===== src/hw/rtl/chnhist_divider.sv =====
// Module: iterative restoring divider, one quotient bit per cycle.
`timescale 1ns / 1ps

module chnhist_divider #(
  parameter int COUNT_BITS = 24,
  parameter int FRAC_BITS  = 16
) (
  input  logic                  clk,
  input  logic                  rst,
  input  logic                  start,
  input  logic [COUNT_BITS-1:0] dividend,
  input  logic [COUNT_BITS-1:0] divisor,
  output logic [FRAC_BITS:0]    quotient,
  output logic                  done
);

  localparam int SW = $clog2(FRAC_BITS + 2);

  logic [COUNT_BITS:0]   rem;
  logic [COUNT_BITS-1:0] dvs;
  logic [SW-1:0]         steps;
  logic                  busy;
  logic                  ge;
  logic [COUNT_BITS:0]   rem_sub;

  // The count never exceeds the divisor, so the quotient fits in FRAC_BITS+1 bits
  // and the first step works on the count itself.
  always_comb begin
    ge      = (rem >= {1'b0, dvs});
    rem_sub = ge ? (rem - {1'b0, dvs}) : rem;
  end

  always_ff @(posedge clk) begin
    if (rst) begin
      busy <= 1'b0;
      done <= 1'b0;
    end else begin
      done <= 1'b0;
      if (start) begin
        busy <= 1'b1;
      end else if (busy && steps == SW'(1)) begin
        busy <= 1'b0;
        done <= 1'b1;
      end
    end
  end

  always_ff @(posedge clk) begin
    if (start) begin
      rem      <= {1'b0, dividend};
      dvs      <= divisor;
      quotient <= '0;
      steps    <= SW'(FRAC_BITS + 1);
    end else if (busy) begin
      rem      <= {rem_sub[COUNT_BITS-1:0], 1'b0};
      quotient <= {quotient[FRAC_BITS-1:0], ge};
      steps    <= steps - SW'(1);
    end
  end

endmodule


===== config.mk =====
export PLATFORM = sky130hd
export DESIGN_NAME = chnhist_divider
export DESIGN_NICKNAME = d
export VERILOG_FILES = /design/src/hw/rtl/chnhist_divider.sv
export SDC_FILE = /design/constraint.sdc
export NUM_CORES = 1
export LEC_CHECK = 0
export ABC_AREA = 1
export ABC_CLOCK_PERIOD_IN_PS = 2300
export BUFFER_PORTS_ARGS = -buffer_cell sky130_fd_sc_hd__buf_2
export CAP_MARGIN = 20
export CORE_ASPECT_RATIO = 0.9
export CORE_MARGIN = 10
export CORE_UTILIZATION = 58
export DETAILED_ROUTE_END_ITERATION = 8
export GPL_TIMING_DRIVEN = 0
export PLACE_DENSITY_LB_ADDON = 0.05
export SYNTH_ARGS = -nofsm -noshare
export SYNTH_HDL_FRONTEND = slang
export SYNTH_SLANG_ARGS = --single-unit

===== constraint.sdc =====
create_clock -name clk -period 2.3 [get_ports clk]
set_input_delay 0.575 -clock clk [delete_from_list [all_inputs] [get_ports clk]]
set_output_delay 0.575 -clock clk [all_outputs]
set_load 0.01 [all_outputs]

==> flow_summary.yaml, run 1 <==
placement:
  placed_area_mm2: 0.00535
  dpl.hpwl_um: 10100
  io_buffers: 68
  place_inst: 864
  globalplace.congestion: 0.966
global_routing:
  grt_max_degree: 34
  antenna_found_initial: 0
  grtUsageTotal: 0.210
  grt_overflow: 0
  grt_pass1_vias: 4436
  grt_pass1_wl_um: 20700
clock_network:
  clk_pin_slew_ns: 0.09
  cts_tree: "yes"
  holdBufCountCts: 0
  insertion_delay_ns: 0.36
  htree_levels: 3
  cts_root_buffer: "clkbuf_8"
  clkSinkCount: 73
  cts_inserted_buffers: 9
  cts_buffer_depth: 2
timing:
  setup_viol_count_final: 0
  period_share: 0.986
  finalCriticalPeriod_ns: 2.27
  slew_headroom: 0.540
  fin_skew_ns: 0.0124
  max_freq_mhz: 441
  hold_viol_final: 0
  slew_violations: 0
  max_slew.worst_pin.slew_ns: 0.691
  finalSetupTns_ns: 0
worst_setup_path:
  worstSetupPathType: "register to register"
  worstPathRequired_ns: 2.41
  cp-start-kind: "register"
  critPathMaxFanout: 5
  critPathArrivalTime_ns: 2.38
  cp-end-kind: "register"
route:
  vias_per_cell: 5.27
  ant_nets: 0
  first_pass_iters: 5
  drc: 0
  wl_per_cell_um: 15.7
  drt-total-wl_um: 14100
  first_iter_violations: 292
  via_count: 4743
floorplan:
  num_rows: 31
  fp.dieW_um: 117
  core_area_mm2: 0.00815
  ios: 69
  die-area_mm2: 0.0125
  initial_core_util: 0.600
  die_h_um: 107
power:
  total_power_mw: 5.68
  vdd_drop_max_mv: 0.575
  power_leakage_nw: 3.21
  power.density_mw_per_mm2: 919
logic_synthesis:
  yosysSeqAreaShare: 0.398
  ys.flop_type: "edfxtp_1"
  synth_edf_count: 48
  synth_common_cells: "247 x nand2_1, 157 x inv_1, 48 x edfxtp_1, 43 x nand3_1, 30 x nor2_1"
  yosysMostFrequentCell: "nand2_1"
  syn_inst: 697
  synth_top_area_cell: "edfxtp_1"
  yosys-top-cells-area: "edfxtp_1 30%, nand2_1 19%, inv_1 12%"
  synth_cell_types: 30
  netlist.area_leader.share: 0.295
  synth_nets: 775
  synthArstFlopShare: 0
  yosys_warnings: 0
  avgSynthCellArea_um2: 7.01
  ys_seq_elements: 73
  synth_area_mm2: 0.00488
finish:
  final_cells: 900
  n_fill_cell: 617
  final_nets: 874
  final_cell_area_mm2: 0.00619
  area_growth_pct: 26.6
  drive_above_1_share: 0.212
  antennaDiodeCount: 0
run:
  cap_violations: 0
status:
  run_status: "complete, no violations"
min_path:
  hp-class: "input port to register"
-- power by group --
group	total, mW	internal, mW	leakage [nW]	switching [mW]
logic	2.75	1.17	2.41	1.58
clock network	1.20	0.684	0.120	0.518
registers	1.73	1.60	0.682	0.130
total	5.68	3.45	3.21	2.23
-- layout make-up --
class / count / area [um2] / share of cell area
inverters: 161 / 604 / 0.0977
flip-flops and latches: 73 / 1940 / 0.314
plain buffers: 15 / 110 / 0.0178
clock buffers: 11 / 153 / 0.0247
clock inverters: 5 / 83.8 / 0.0136
repair buffers: 87 / 526 / 0.0850
multi-input cells: 449 / 2640 / 0.427
well taps: 99 / 124 / 0.0200
-- metrics by stage --
stage	util	setup WS (ns)	hold WS (ns)
6_report	0.759	0.0316	0.383
5_1_grt	0.759	-0.0496	0.377
4_1_cts	0.692	0.00429	0.378
3_5_place_dp	0.657	-0.346	0.473
3_3_place_gp	0.657	-1.03	0.438
2_1_floorplan	-	0.235	0.436
-- per-layer routing --
| metal | track usage | part of all wire | vias to the layer above |
|---|---|---|---|
| met5 | 0 | 0 | - |
| met4 | 0.0697 | 0.021 | 0 |
| met3 | 0.0401 | 0.069 | 29 |
| met2 | 0.341 | 0.48 | 186 |
| met1 | 0.272 | 0.43 | 2143 |
| li1 | - | - | 2385 |
-- layout by cell type, fill, tap and decap left out, types with 2 or more instances in the layout --
cell type	instances
clkinv_1	2
xnor2_1	7
buf_2	69
o22ai_1	16
ha_4	20
clkbuf_8	9
nand3b_1	6
nor3_2	2
inv_2	4
inv_1	155
a21oi_2	2
ha_1	5
dfxtp_1	25
xor2_1	3
nor2_2	3
nand3_1	41
nand2_1	235
buf_1	2
nand3_2	3
buf_8	2
o21ai_0	7
nand2_4	5
clkbuf_16	3
edfxtp_1	48
a21oi_1	13
buf_4	18
buf_6	4
nand4_1	29
nand2_2	10
bufinv_16	2
nor2_4	4
clkbuf_1	5
nor2_1	26
nor3_1	4
nand3_4	2
-- state kept, by name, indices dropped and copies added (netlist names) --
register  flops
dvs          24
quotient     17
done          1
rem          25
steps         5
busy          1
-- worst paths after layout --
kind               start  endpoint  slack, ns  depth (start not counted)
max              rem[19]    rem[6]       0.03                         12
min          divisor[12]   dvs[12]       0.38                          1
max reg2reg      rem[19]    rem[6]       0.03                         12
min reg2reg     steps[2]  steps[2]       0.48                          1
-- cell families (layout without fill, tap and decap cells) --
group | after synthesis | count (layout) | synth area share
AO/OA/AOI/OAI | 41 | 41 | 0.0489
XOR/XNOR | 10 | 10 | 0.0179
adder cells (fa/ha/maj) | 27 | 27 | 0.0707
buffers and inverters | 176 | 279 | 0.140
flip-flops | 73 | 73 | 0.398
AND/OR/NAND/NOR | 370 | 371 | 0.325
-- critical path, stage by stage, from the launching register on --
cell and delay, ns:
edfxtp_1 0.46, ha_4 0.33, nand2_1 0.11, nor2_2 0.18
nand2_1 0.12, inv_1 0.12, a21oi_4 0.09, buf_4 0.15
nand3_4 0.11, buf_8 0.13, nand2_1 0.06, nand3_1 0.09
nand2_1 0.07
-- what timing repair did --
action | 4_1_cts | 5_1_grt
gates resized for setup | 11 | 61
gates cloned | 0 | 3
pin swaps | 0 | 13
setup buffers | 0 | 17
setup endpoints to repair | 21 | 56
Power figures use the tool's default switching activity.
==> inputs of run 2 (changes only) <==
--- a/config.mk
+++ b/config.mk
@@ -6,8 +6,8 @@
 export NUM_CORES = 1
 export LEC_CHECK = 0
 export ABC_AREA = 1
-export ABC_CLOCK_PERIOD_IN_PS = 2300
-export BUFFER_PORTS_ARGS = -buffer_cell sky130_fd_sc_hd__buf_2
+export ABC_CLOCK_PERIOD_IN_PS = 2100
+export BUFFER_PORTS_ARGS = -buffer_cell sky130_fd_sc_hd__buf_4
 export CAP_MARGIN = 20
 export CORE_ASPECT_RATIO = 0.9
 export CORE_MARGIN = 10
==> constraint.sdc (replaced) <==
create_clock -name clk -period 2.1 [get_ports clk]
set_input_delay 0.525 -clock clk [delete_from_list [all_inputs] [get_ports clk]]
set_output_delay 0.525 -clock clk [all_outputs]
set_load 0.01 [all_outputs]
==> run 2 against run 1 <==
  * The run now ends with setup timing left
  * Register-to-register slack worse by 0.20 ns
  * Via count up 11%
  * Fmax about the same
  * Worst setup slack worse by 0.20 ns
  * Hold slack worse by 0.066 ns
  * Clock power down 10%
  * First-iteration DRC count up 70%
  * Count of clock-buffer cells in the layout down 1
  * Die area unchanged
  * Power up 22%
  * Critical endpoint is now rem[22]
==> flow_summary.yaml, run 2 (synthesized netlist as in run 1, its figures left out) <==
finish:
  final_common_cell: "nand2_1"
  drive_above_1_share: 0.349
  final_cell_area_mm2: 0.00694
  n_fill_cell: 474
  largest_reg_flops: 25
  final_nets: 907
  area_growth_pct: 42.1
  reg.largest.list: "rem: 25 flops, dvs: 24 flops, quotient: 17 flops"
  antennaDiodeCount: 0
  final_cell_mix: "187 x nand2_1, 135 x inv_1, 111 x buf_4"
  regMostFlops: "rem"
timing:
  finalCriticalPeriod_ns: 2.27
  holdWs_ns: 0.317
  timing.final.ws_setup_ns: -0.166
  rsz0062_at_grt: "yes"
  max_freq_mhz: 441
  fin_skew_ns: 0.0110
  period_share: 1.08
  setup_viol_count_final: 23
  max_slew.worst_pin.slew_ns: 0.780
  slew_violations: 0
  hold_viol_final: 0
  slew_headroom: 0.480
clock_network:
  insertion_delay_ns: 0.38
  cts_inserted_buffers: 9
  holdBufCountCts: 0
  cts_root_buffer: "clkbuf_8"
  cts_tree: "yes"
  clk_pin_slew_ns: 0.09
  htree_levels: 3
  cts_buffer_depth: 2
  clkSinkCount: 73
floorplan:
  die-area_mm2: 0.0125
  fp.dieW_um: 117
  die_h_um: 107
  ios: 69
  initial_core_util: 0.600
  core_area_mm2: 0.00815
  num_rows: 31
worst_setup_path:
  max_stage_delay_ns: 0.47
  worstPathRequired_ns: 2.22
  crit_chain: "ha_4, nand2_1, nor2_4, nand3_1, nand3_2, nand2_4, nand3_4, buf_6, buf_8, nand2_4, nand3_2, nand2_1"
  critPathMaxFanout: 5
  cp-end-kind: "register"
  critPathSlowestCell: "edfxtp_1"
  critPathArrivalTime_ns: 2.38
  cp-start-kind: "register"
  worstRegToRegCells: 12
  worstSetupPathType: "register to register"
global_routing:
  grt.met1_usage: 0.291
  met2_usage: 0.416
  grt_pass1_wl_um: 24200
  grt_overflow: 0
  grtUsageTotal: 0.246
  top_usage_layer: "met2"
  use_met3: 0.0569
  grt_pass1_vias: 5108
  antenna_found_initial: 0
  grt_max_degree: 34
route:
  first_pass_iters: 5
  drt-total-wl_um: 17000
  via_count: 5272
  wl_per_cell_um: 18.2
  vias_per_cell: 5.65
  ant_nets: 0
  first_iter_violations: 495
  drc: 0
placement:
  placed_area_mm2: 0.00552
  io_buffers: 68
  dpl.hpwl_um: 10200
  globalplace.congestion: 0.964
power:
  power.density_mw_per_mm2: 997
  power_leakage_nw: 3.47
  vdd_drop_max_mv: 0.745
min_path:
  hp-class: "input port to register"
  min_path_cells: 1
status:
  run_status: "finished with violations"
  violations: "setup timing"
run:
  cap_violations: 0
[run 2: per-layer routing]
layer  part of all wire  vias to the layer above
li1                   -                     2451
met1               0.39                     2427
met2               0.48                      329
met3              0.093                       65
met4              0.033                        0
met5                  0                        -
[run 2: final cells by class]
type / instances / area, um2 / area share
plain buffers: 14 / 114 / 0.0164
well taps: 99 / 124 / 0.0178
flip-flops and latches: 73 / 1940 / 0.280
clock buffers: 10 / 138 / 0.0198
multi-input cells: 448 / 2940 / 0.424
inverters: 161 / 607 / 0.0874
repair buffers: 122 / 1030 / 0.148
clock inverters: 6 / 48.8 / 0.00703
[run 2: path summary, 6_finish.rpt]
kind / start / endpoint / slack [ns]
worst max-delay path: rem[6] / rem[22] / -0.17
worst max register to register: rem[6] / rem[22] / -0.17
worst min register to register: quotient[16] / quotient[16] / 0.47
worst min-delay path: divisor[19] / dvs[19] / 0.32
[run 2: what timing repair did]
action                     CTS  global route
resized for setup           94            92
pin swaps                   30            69
cloned                       3             2
setup buffers               30            22
hold endpoints to repair     0             0
setup endpoints to repair   24            25
[run 2: power by group]
part	switching, mW	internal (mW)
sequential	0.156	1.75
combinational	2.20	1.74
clock	0.606	0.474
total	2.96	3.96
[run 2: per-stage QoR]
stage / std cells / util / worst slack, ns / power (mW) / TNS, ns
after floorplan: 697 / - / 0.0354 / 3.57 / 0
after global placement: 864 / 0.678 / -0.920 / 4.10 / -34.80
after detailed placement: 864 / 0.678 / -0.413 / 4.16 / -11.74
after CTS: 913 / 0.799 / -0.0364 / 6.16 / -0.324
after global routing: 933 / 0.852 / -0.231 / 7.24 / -4.10
final: 933 / 0.852 / -0.166 / 6.92 / -2.35
[run 2: worst max-delay path: cells and delay by family, from the launching register on]
| family | cells | cell delay, ns |
|---|---|---|
| buffers and inverters | 2 | 0.25 |
| adders and majority gates | 1 | 0.33 |
| and+or+nand+nor | 9 | 0.95 |
| DFF | 1 | 0.47 |
